<file path="src/rtl/crs_pkg.sv">
// ============================================================================
// crs_pkg
// Shared types and constants of the committed range interval set.
// ============================================================================
package crs_pkg;

    localparam int unsigned MaxRangesDefault = 64;
    localparam int unsigned OffW  = 48;
    localparam int unsigned LenW  = 49;
    localparam int unsigned MaskW = 16;

    localparam logic [1:0] StatusOk      = 2'd0;
    localparam logic [1:0] StatusInvalid = 2'd1;
    localparam logic [1:0] StatusFull    = 2'd2;

    localparam logic CmdQuery = 1'b0;
    localparam logic CmdAdd   = 1'b1;

    localparam logic [1:0] RegRegionSize   = 2'd0;
    localparam logic [1:0] RegPageMask     = 2'd1;
    localparam logic [1:0] RegAllCommitted = 2'd2;

    localparam logic [MaskW-1:0] PageMaskReset = 16'd4095;

    typedef enum logic [3:0] {
        ST_IDLE,
        ST_SCAN_RD,    // issue table read at scan index
        ST_SCAN_CHK,   // examine entry
        ST_ABS_RD,     // issue read of next entry while absorbing
        ST_ABS_CHK,
        ST_CMP_RD,     // compact: read entry k
        ST_CMP_WR,     // compact: write entry k - gone
        ST_INS_RD,     // insert shift: read entry j - 1
        ST_INS_WR,     // insert shift: write entry j
        ST_FINAL_WR,   // write the merged or new entry
        ST_DONE
    } t_state;

    // controller to datapath
    typedef struct packed {
        logic load;       // capture input item
        logic rd;         // read table at r_addr
        logic set_i;      // i <- addr
        logic addr_zero;
        logic addr_inc;
        logic addr_dec;
        logic addr_from_i1;   // addr <- i + 1
        logic addr_from_cnt;  // addr <- count
        logic mark_j;         // j <- addr
        logic addr_from_j;    // addr <- j (compact start)
        logic wr_shift_down;  // write rd data at addr - gone
        logic wr_shift_up;    // write rd data at addr + 1
        logic wr_final;       // write entry at i with lo/hi
        logic lo_update;      // start[i] <- lo if lower
        logic hi_absorb;      // hi <- max(hi, end)
        logic cnt_sub_gone;
        logic cnt_inc;
        logic res_scan;       // produce result from entry / region
        logic res_set;
        logic [1:0] res_status;
        logic res_from_entry;
        logic res_commit;
        logic res_hit;        // use end (else start) when from entry
        logic out_valid;
    } t_cmd;

    typedef struct packed {
        logic cmd;
        logic bad;         // validation failed
        logic all_comm;
        logic addr_lt_cnt;
        logic addr_gt_i;   // for insert loop j > i
        logic st_gt_hi;    // start > hi (query: start > off)
        logic en_lt_lo;    // end < lo
        logic en_gt_off;   // end > off
        logic en_lt_hi;
        logic full;
        logic absorbed;    // j > i + 1
    } t_sts;

endpackage

</file>
<file path="src/rtl/crs_ctrl.sv">
// ============================================================================
// crs_ctrl
// Sequencer for scan, absorb, compaction and insertion passes.
// ============================================================================
module crs_ctrl (
    input  logic          i_clk,
    input  logic          i_rst_n,
    input  logic          i_in_valid,
    output logic          o_in_ready,
    output logic          o_out_valid,
    input  logic          i_out_ready,
    output crs_pkg::t_cmd o_ctl,
    input  crs_pkg::t_sts i_sts
);
    crs_pkg::t_state r_state, n_state;
    logic r_rd_ok;

    always_ff @(posedge i_clk) begin
        if (!i_rst_n) begin
            r_state <= crs_pkg::ST_IDLE;
        end else begin
            r_state <= n_state;
        end
    end

    always_comb begin
        n_state    = r_state;
        o_ctl      = '0;
        o_in_ready = 1'b0;
        unique case (r_state)
            crs_pkg::ST_IDLE: begin
                o_in_ready = 1'b1;
                if (i_in_valid) begin
                    o_ctl.load      = 1'b1;
                    o_ctl.addr_zero = 1'b1;
                    n_state         = crs_pkg::ST_SCAN_RD;
                end
            end
            crs_pkg::ST_SCAN_RD: begin
                o_ctl.res_set = 1'b1;
                o_ctl.set_i   = 1'b1;
                if (i_sts.bad) begin
                    o_ctl.res_status = crs_pkg::StatusInvalid;
                    n_state          = crs_pkg::ST_DONE;
                end else if (i_sts.all_comm) begin
                    o_ctl.res_status = crs_pkg::StatusOk;
                    o_ctl.res_scan   = (i_sts.cmd == crs_pkg::CmdQuery);
                    o_ctl.res_commit = (i_sts.cmd == crs_pkg::CmdQuery);
                    n_state          = crs_pkg::ST_DONE;
                end else if (!i_sts.addr_lt_cnt) begin
                    // end of table
                    if (i_sts.cmd == crs_pkg::CmdQuery) begin
                        o_ctl.res_scan = 1'b1;
                        n_state        = crs_pkg::ST_DONE;
                    end else if (i_sts.full) begin
                        o_ctl.res_status = crs_pkg::StatusFull;
                        n_state          = crs_pkg::ST_DONE;
                    end else begin
                        o_ctl.addr_from_cnt = 1'b1;
                        n_state             = crs_pkg::ST_INS_RD;
                    end
                end else begin
                    o_ctl.res_set = 1'b0;
                    o_ctl.rd      = 1'b1;
                    n_state       = crs_pkg::ST_SCAN_CHK;
                end
            end
            crs_pkg::ST_SCAN_CHK: begin
                if (i_sts.cmd == crs_pkg::CmdQuery) begin
                    if (i_sts.st_gt_hi || i_sts.en_gt_off) begin
                        o_ctl.res_set        = 1'b1;
                        o_ctl.res_scan       = 1'b1;
                        o_ctl.res_from_entry = 1'b1;
                        o_ctl.res_hit        = !i_sts.st_gt_hi;
                        o_ctl.res_commit     = !i_sts.st_gt_hi;
                        n_state              = crs_pkg::ST_DONE;
                    end else begin
                        o_ctl.addr_inc = 1'b1;
                        n_state        = crs_pkg::ST_SCAN_RD;
                    end
                end else if (i_sts.st_gt_hi) begin
                    o_ctl.set_i = 1'b1;
                    o_ctl.res_set = 1'b1;
                    if (i_sts.full) begin
                        o_ctl.res_status = crs_pkg::StatusFull;
                        n_state          = crs_pkg::ST_DONE;
                    end else begin
                        o_ctl.addr_from_cnt = 1'b1;
                        n_state             = crs_pkg::ST_INS_RD;
                    end
                end else if (i_sts.en_lt_lo) begin
                    o_ctl.addr_inc = 1'b1;
                    n_state        = crs_pkg::ST_SCAN_RD;
                end else begin
                    // merge into entry i
                    o_ctl.set_i     = 1'b1;
                    o_ctl.lo_update = 1'b1;
                    o_ctl.res_set   = 1'b1;
                    if (i_sts.en_lt_hi) begin
                        o_ctl.addr_inc = 1'b1;
                        n_state        = crs_pkg::ST_ABS_RD;
                    end else begin
                        // stored end already covers hi
                        o_ctl.hi_absorb = 1'b1;
                        n_state         = crs_pkg::ST_FINAL_WR;
                    end
                end
            end
            crs_pkg::ST_ABS_RD: begin
                if (i_sts.addr_lt_cnt) begin
                    o_ctl.rd = 1'b1;
                    n_state  = crs_pkg::ST_ABS_CHK;
                end else begin
                    o_ctl.mark_j = 1'b1;
                    n_state      = crs_pkg::ST_CMP_RD;
                end
            end
            crs_pkg::ST_ABS_CHK: begin
                if (i_sts.st_gt_hi) begin
                    o_ctl.mark_j = 1'b1;
                    n_state      = crs_pkg::ST_CMP_RD;
                end else begin
                    o_ctl.hi_absorb = 1'b1;
                    o_ctl.addr_inc  = 1'b1;
                    n_state         = crs_pkg::ST_ABS_RD;
                end
            end
            crs_pkg::ST_CMP_RD: begin
                if (!i_sts.absorbed) begin
                    n_state = crs_pkg::ST_FINAL_WR;
                end else if (i_sts.addr_lt_cnt) begin
                    o_ctl.rd = 1'b1;
                    n_state  = crs_pkg::ST_CMP_WR;
                end else begin
                    o_ctl.cnt_sub_gone = 1'b1;
                    n_state            = crs_pkg::ST_FINAL_WR;
                end
            end
            crs_pkg::ST_CMP_WR: begin
                o_ctl.wr_shift_down = 1'b1;
                o_ctl.addr_inc      = 1'b1;
                n_state             = crs_pkg::ST_CMP_RD;
            end
            crs_pkg::ST_INS_RD: begin
                if (i_sts.addr_gt_i) begin
                    o_ctl.addr_dec = 1'b1;
                    n_state        = crs_pkg::ST_INS_WR;
                end else begin
                    o_ctl.cnt_inc = 1'b1;
                    n_state       = crs_pkg::ST_FINAL_WR;
                end
            end
            crs_pkg::ST_INS_WR: begin
                // addr now j - 1, read pending on the address set in ST_INS_RD
                o_ctl.rd = 1'b1;
                n_state  = crs_pkg::ST_INS_WR;
                if (r_rd_ok) begin
                    o_ctl.wr_shift_up = 1'b1;
                    n_state           = crs_pkg::ST_INS_RD;
                end
            end
            crs_pkg::ST_FINAL_WR: begin
                o_ctl.wr_final = 1'b1;
                n_state        = crs_pkg::ST_DONE;
            end
            crs_pkg::ST_DONE: begin
                if (i_out_ready) begin
                    n_state = crs_pkg::ST_IDLE;
                end
            end
            default: n_state = crs_pkg::ST_IDLE;
        endcase
    end

    // insert shift: ST_INS_WR issues the read, then writes once r_rd_ok shows the data is back
    always_ff @(posedge i_clk) begin
        if (!i_rst_n) begin
            r_rd_ok <= 1'b0;
        end else begin
            r_rd_ok <= (r_state == crs_pkg::ST_INS_WR) && !r_rd_ok;
        end
    end

    assign o_out_valid = (r_state == crs_pkg::ST_DONE);

`ifndef SYNTHESIS
    a_ready_idle: assert property (@(posedge i_clk) disable iff (!i_rst_n)
        o_in_ready |-> !o_out_valid)
        else $error("ready while result pending");
    a_done_holds: assert property (@(posedge i_clk) disable iff (!i_rst_n)
        o_out_valid && !i_out_ready |=> o_out_valid)
        else $error("result dropped");
    a_one_wr: assert property (@(posedge i_clk) disable iff (!i_rst_n)
        $countones({o_ctl.wr_shift_down, o_ctl.wr_shift_up, o_ctl.wr_final}) <= 1)
        else $error("write conflict");
`endif
endmodule

</file>
<file path="config.mk">
export PLATFORM = sky130hd
export DESIGN_NAME = crs_ctrl
export DESIGN_NICKNAME = d
export VERILOG_FILES = /design/src/rtl/crs_pkg.sv /design/src/rtl/crs_ctrl.sv
export SDC_FILE = /design/constraint.sdc
export NUM_CORES = 1
export LEC_CHECK = 0
export BUFFER_PORTS_ARGS = -buffer_cell sky130_fd_sc_hd__buf_2
export CAP_MARGIN = 0
export CORE_MARGIN = 3
export CORE_UTILIZATION = 48
export CTS_CLUSTER_SIZE = 28
export DETAILED_ROUTE_END_ITERATION = 8
export GPL_TIMING_DRIVEN = 0
export HOLD_SLACK_MARGIN = 0.08
export PLACE_DENSITY = 0.85
export SETUP_SLACK_MARGIN = 0.05
export SYNTH_ARGS = -nofsm -noshare
export SYNTH_HDL_FRONTEND = slang
export SYNTH_SLANG_ARGS = --single-unit
</file>
<file path="constraint.sdc">
create_clock -name i_clk -period 2.7 [get_ports i_clk]
set_clock_uncertainty 0.15 [all_clocks]
set_input_delay 0.27 -clock i_clk [delete_from_list [all_inputs] [get_ports i_clk]]
set_output_delay 0.27 -clock i_clk [all_outputs]
set_load 0.03 [all_outputs]
</file>
======== Word-level counts from Yosys, hierarchy flattened ========
Index checks and enable logic that the tools add are counted.
word-level totals
  register bits after elaboration ......... 5
  word-level logic and storage cells ...... 109
cells by class
  reduce and logical (&&, ||, !) cells .... 6
  equal/unequal tests ..................... 12
  muxes and demuxes ....................... 88
  bitwise operators ....................... 1
operator list
  operator                                                         count
  4-bit two-way mux                                                15
  1-bit two-way mux                                                49
  4-bit one-hot mux with 11 select lines                           1
  2-bit two-way mux                                                12
  4-bit by 3-bit == test with 1-bit output, second input constant  4
  4-bit == test, second input constant                             3
  1-bit one-hot mux with 2 select lines                            5
  3-bit two-way mux                                                3
  4-bit by 2-bit == test with 1-bit output, second input constant  2
  4-bit one-hot mux with 2 select lines                            1
  4-bit by 1-bit == test with 1-bit output, second input constant  1
  4-bit zero test                                                  1
  1-bit one-hot mux with 4 select lines                            1
  1-bit one-hot mux with 3 select lines                            1
  1-bit zero test                                                  2
  2-bit by 1-bit != test with 1-bit output, second input constant  1
  2-bit != test, second input constant                             1
  2-bit AND reduction                                              1
  1-bit logical AND                                                1
  1-bit logical OR                                                 1
  1-bit NOT                                                        1

======== Depth between registers and ports, before layout ========
  depth in word-level cells ............... 6
  depth in mapped cells ................... 5
  depth with buffers taken out ............ 4

======== Worst setup path before layout ========
Ideal clock, no wire load.
  path kind ............................... register -> output
  start point ............................. register r_state[2]
  end point ............................... output port o_ctl[7] (netlist name)
  slack ................................... 0.439 ns
  cell stages (with the launch flop) ...... 4
  arrival ................................. 1.841 ns
  cell sequence ........................... dfxtp_1 -> or4b_2 -> nor3_2 -> a21o_1
RTL lines
  element                 line            text
  from (decl)             crs_ctrl.sv:15  crs_pkg::t_state r_state, n_state;
  from (signal assigned)  crs_ctrl.sv:20  r_state <= crs_pkg::ST_IDLE;
  from (signal assigned)  crs_ctrl.sv:22  r_state <= n_state;
  to (decl)               crs_ctrl.sv:12  output crs_pkg::t_cmd o_ctl,

==> impl_results.html <==
<table>
<tr><th>Metric</th><th>Value</th></tr>
<tr><th colspan="2">Run status</th></tr>
<tr><td>Result of the run</td><td>finished, final reports clean</td></tr>
<tr><th colspan="2">Route</th></tr>
<tr><td>Vias after detailed routing</td><td>1079</td></tr>
<tr><td>Average wire per standard cell</td><td>13.5 um</td></tr>
<tr><td>Initial detailed-routing violation count</td><td>51</td></tr>
<tr><td>First-pass detailed-route iteration total</td><td>5</td></tr>
<tr><td>Count of unresolved DRC violations after routing</td><td>0</td></tr>
<tr><td>Vias per cell</td><td>5.83</td></tr>
<tr><td>DRT antenna net count</td><td>0</td></tr>
<tr><td>Total wire length after detailed routing</td><td>2.50 mm</td></tr>
<tr><th colspan="2">Timing</th></tr>
<tr><td>Slew at the pin closest to its max-slew limit</td><td>517 ps</td></tr>
<tr><td>Number of endpoints with negative hold slack in the final report</td><td>0</td></tr>
<tr><td>Maximum clock frequency</td><td>419 MHz</td></tr>
<tr><td>Ratio of final minimum period to clock period</td><td>0.883</td></tr>
<tr><td>Unrepaired setup endpoints after global routing</td><td>no</td></tr>
<tr><td>Total Neg Setup Slack</td><td>0 ps</td></tr>
<tr><td>Max transition margin</td><td>0.655</td></tr>
<tr><td>Total setup violations reported at the end of the flow</td><td>0</td></tr>
<tr><td>Final Max Tran Viols</td><td>0</td></tr>
<tr><td>Shortest period the worst path allows</td><td>2390 ps</td></tr>
<tr><th colspan="2">Pwr</th></tr>
<tr><td>Power share of the clock group</td><td>0.099</td></tr>
<tr><td>Internal power consumption</td><td>387 uW</td></tr>
<tr><td>Sequential fraction of design power</td><td>0.156</td></tr>
<tr><td>Net switching power figure</td><td>521 uW</td></tr>
<tr><td>Worst IR Drop VDD</td><td>0.723 mV</td></tr>
<tr><td>Total power per unit cell area</td><td>863 nW/um^2</td></tr>
<tr><td>Leakage power total</td><td>0.527 nW</td></tr>
<tr><td>Comb power frac</td><td>0.744</td></tr>
<tr><td>Net switching share of the total power</td><td>0.573</td></tr>
<tr><td>Post-layout total power</td><td>908 uW</td></tr>
<tr><th colspan="2">CTS</th></tr>
<tr><td>CTS H-Tree Depth</td><td>1</td></tr>
<tr><td>Clock tree sinks</td><td>5</td></tr>
<tr><td>Post-cts gate resize count</td><td>0</td></tr>
<tr><td>Number of clock buffers inserted by TritonCTS</td><td>3</td></tr>
<tr><td>Clock tree from TritonCTS</td><td>yes</td></tr>
<tr><td>Clock Path Buffers</td><td>2</td></tr>
<tr><td>Hold buffer count at cts</td><td>0</td></tr>
<tr><td>Clock latency reported for the late side of the worst-skew pair</td><td>250 ps</td></tr>
<tr><td>Post-CTS repair timing setup buffer count</td><td>0</td></tr>
<tr><td>Clock transition at the registers of the reported paths</td><td>50 ps</td></tr>
<tr><td>CTS Root Buffer Type</td><td>sky130_fd_sc_hd__clkbuf_4</td></tr>
<tr><th colspan="2">Layout</th></tr>
<tr><td>Sequential cell area</td><td>100 um^2</td></tr>
<tr><td>Proportion of layout cells with a drive suffix above 1</td><td>0.308</td></tr>
<tr><td>Area delta synth-&gt;final</td><td>30.2%</td></tr>
<tr><td>Fillcell total</td><td>147</td></tr>
<tr><td>Diode count</td><td>0</td></tr>
<tr><td>Post-layout instance count excluding filler cells</td><td>185</td></tr>
<tr><td>Multi-input combinational cell area</td><td>628 um^2</td></tr>
<tr><td>Total number of nets in the final design</td><td>185</td></tr>
<tr><th colspan="2">Yosys</th></tr>
<tr><td>Cell with the most instances after synthesis</td><td>sky130_fd_sc_hd__nor2_1</td></tr>
<tr><td>Fraction of post-synthesis cell area in the top cell type by area</td><td>0.124</td></tr>
<tr><td>Number of library cell types mapped by synthesis</td><td>44</td></tr>
<tr><td>Async set-or-reset flop fraction in the synthesized netlist</td><td>0</td></tr>
<tr><td>Syn_area_per_cell</td><td>6.47 um^2</td></tr>
<tr><td>Top cells by instance count after synthesis</td><td>sky130_fd_sc_hd__nor2_1, sky130_fd_sc_hd__a21oi_1, sky130_fd_sc_hd__nand2_1</td></tr>
<tr><td>Count of flip-flops with a built-in enable after synthesis</td><td>0</td></tr>
<tr><td>Synth Cell Area</td><td>808 um^2</td></tr>
<tr><td>Cell type contributing the most total cell area after synthesis</td><td>sky130_fd_sc_hd__dfxtp_1</td></tr>
<tr><td>Synth Instances</td><td>125</td></tr>
<tr><td>Synthesized flop and latch total</td><td>5</td></tr>
<tr><td>Synth area leaders</td><td>sky130_fd_sc_hd__dfxtp_1, sky130_fd_sc_hd__nor2_1, sky130_fd_sc_hd__a21oi_1, sky130_fd_sc_hd__nand2b_1, sky130_fd_sc_hd__o21ai_0</td></tr>
<tr><td>Total of warnings raised by yosys</td><td>0</td></tr>
<tr><td>Dominant synthesized flop cell</td><td>sky130_fd_sc_hd__dfxtp_1</td></tr>
<tr><td>Sequential cell area fraction in the yosys report</td><td>0.124</td></tr>
<tr><th colspan="2">Worst hold path</th></tr>
<tr><td>Worst min-delay path class</td><td>in2reg</td></tr>
<tr><td>Hold Crit Start</td><td>i_rst_n</td></tr>
<tr><th colspan="2">Die</th></tr>
<tr><td>Horiz. Die Dim</td><td>47.0 um</td></tr>
<tr><td>Vertical die dimension</td><td>47.0 um</td></tr>
<tr><td>I/O pin cnt</td><td>42</td></tr>
<tr><td>Area inside the core boundary</td><td>1540 um^2</td></tr>
<tr><td>Initial standard-cell utilization of the core</td><td>0.524</td></tr>
<tr><td>Core Rows</td><td>14</td></tr>
<tr><td>Total die area</td><td>2210 um^2</td></tr>
<tr><th colspan="2">Placement</th></tr>
<tr><td>Port-buffer cells</td><td>38</td></tr>
<tr><td>Cells after DPL</td><td>181</td></tr>
<tr><td>RD Place Congestion</td><td>0.924</td></tr>
<tr><td>Hpwl dp</td><td>1.95 mm</td></tr>
<tr><th colspan="2">Setup path</th></tr>
<tr><td>Slowest cell on crit path</td><td>sky130_fd_sc_hd__or4b_2</td></tr>
<tr><td>WP buf/inv</td><td>1</td></tr>
<tr><td>Cell-by-cell listing of the critical path</td><td>or4b_2 &gt; nor2_1 &gt; a22oi_1 &gt; nor2_1 &gt; buf_2</td></tr>
<tr><td>CP required</td><td>2280 ps</td></tr>
<tr><td>Launching element type of the critical path</td><td>flip-flop</td></tr>
<tr><td>Category of cells accounting for the largest share of critical-path delay</td><td>simple AND/OR/NAND/NOR gates</td></tr>
<tr><td>Maximum single-stage delay on the critical path</td><td>760 ps</td></tr>
<tr><td>Kind of end point of the critical path</td><td>output port</td></tr>
<tr><td>Peak fanout along the critical path</td><td>7</td></tr>
<tr><td>Dominant cell type by count on the critical path</td><td>sky130_fd_sc_hd__nor2_1</td></tr>
<tr><td>CP startpoint</td><td>r_state[2]</td></tr>
<tr><td>Type of the setup path with the least slack</td><td>reg2out</td></tr>
<tr><td>Origin of the critical flop-to-flop path</td><td>r_state[0]</td></tr>
<tr><td>WP data arrival</td><td>1970 ps</td></tr>
<tr><th colspan="2">Run</th></tr>
<tr><td>Number of max-capacitance violations reported</td><td>0</td></tr>
<tr><th colspan="2">GRT</th></tr>
<tr><td>Total global-route track usage</td><td>0.241</td></tr>
<tr><td>Vias in the first global route</td><td>895</td></tr>
<tr><td>Pin count of the biggest net entering global routing</td><td>11</td></tr>
<tr><td>Global-route wire length before repair</td><td>3.84 mm</td></tr>
<tr><td>Final global-route overflow total</td><td>0</td></tr>
<tr><td>Antenna violations before repair</td><td>0</td></tr>
</table>
[layout make-up]
cell class | instances | area share
buffer | 12 | 0.0583
clock buffer | 4 | 0.0250
inverter | 7 | 0.0250
multi-input combinational | 103 | 0.597
sequential | 5 | 0.0951
tap | 16 | 0.0190
timing repair buffer | 38 | 0.181
[worst paths after layout]
check	end	slack, ps	depth (start not counted)
setup reg to reg	r_state[0]	840	5
setup / recovery	o_ctl[2]	310	5
hold reg to reg	r_rd_ok	360	1
hold / removal	r_state[3]	150	2
[layout by cell type, fill, tap and decap left out, drive strengths merged, types with 2 or more instances in the layout]
cell type	count
buf	43
nor2	16
clkbuf	11
a21oi	9
nand2	9
o21ai	8
nand2b	7
inv	7
nor2b	5
dfxtp	5
nor3	5
and3	3
and2	3
a211oi	3
conb	3
a21o	2
nor3b	2
o211ai	2
a2bb2oi	2
a31oi	2
or4b	2
nor4	2
a21boi	2
[per-layer routing]
| metal | vias up | GRT usage | wire [um] |
|---|---|---|---|
| met5 | - | 0 | 0 |
| met4 | 0 | 0.133 | 70 |
| met3 | 8 | 0.0460 | 205 |
| met2 | 49 | 0.358 | 1200 |
| met1 | 492 | 0.326 | 1030 |
| li1 | 530 | - | - |
[sequential cells by signal (all words and copies together), names as in the netlist]
register	flops
r_rd_ok	1
r_state	4
[stage by stage]
stage / hold WS, ps / setup WS (ps) / util / area [um^2]
floorplan: 248 / 439 / - / 816
global placement: 347 / 636 / 0.666 / 1030
detailed placement: 360 / 596 / 0.666 / 1030
CTS: 147 / 304 / 0.683 / 1050
global route: 147 / 192 / 0.683 / 1050
finish: 152 / 315 / 0.683 / 1050
[logic make-up after synthesis]
kind of cell,Yosys count,synth area share
flops,5,0.124
other cells,1,0.00464
compound gates,39,0.322
simple gates,59,0.415
mux,2,0.0263
buf+inv,19,0.108
[worst register-to-register path, stage by stage, from the launching register on]
cell and delay [ps]:
sky130_fd_sc_hd__dfxtp_1 450, sky130_fd_sc_hd__or4b_1 470, sky130_fd_sc_hd__buf_2 190, sky130_fd_sc_hd__nor4_4 180
sky130_fd_sc_hd__a2bb2oi_1 130, sky130_fd_sc_hd__a31oi_1 220
[power by group through the flow]
stage               logic [mW]  clock network [mW]  registers (mW)
floorplan                0.510                   0           0.125
global placement         0.655                   0           0.134
detailed placement       0.668                   0           0.140
CTS                      0.670              0.0927           0.140
global route             0.729               0.100           0.145
finish                   0.676              0.0903           0.142
No activity file was read; power rests on OpenSTA's default activity.
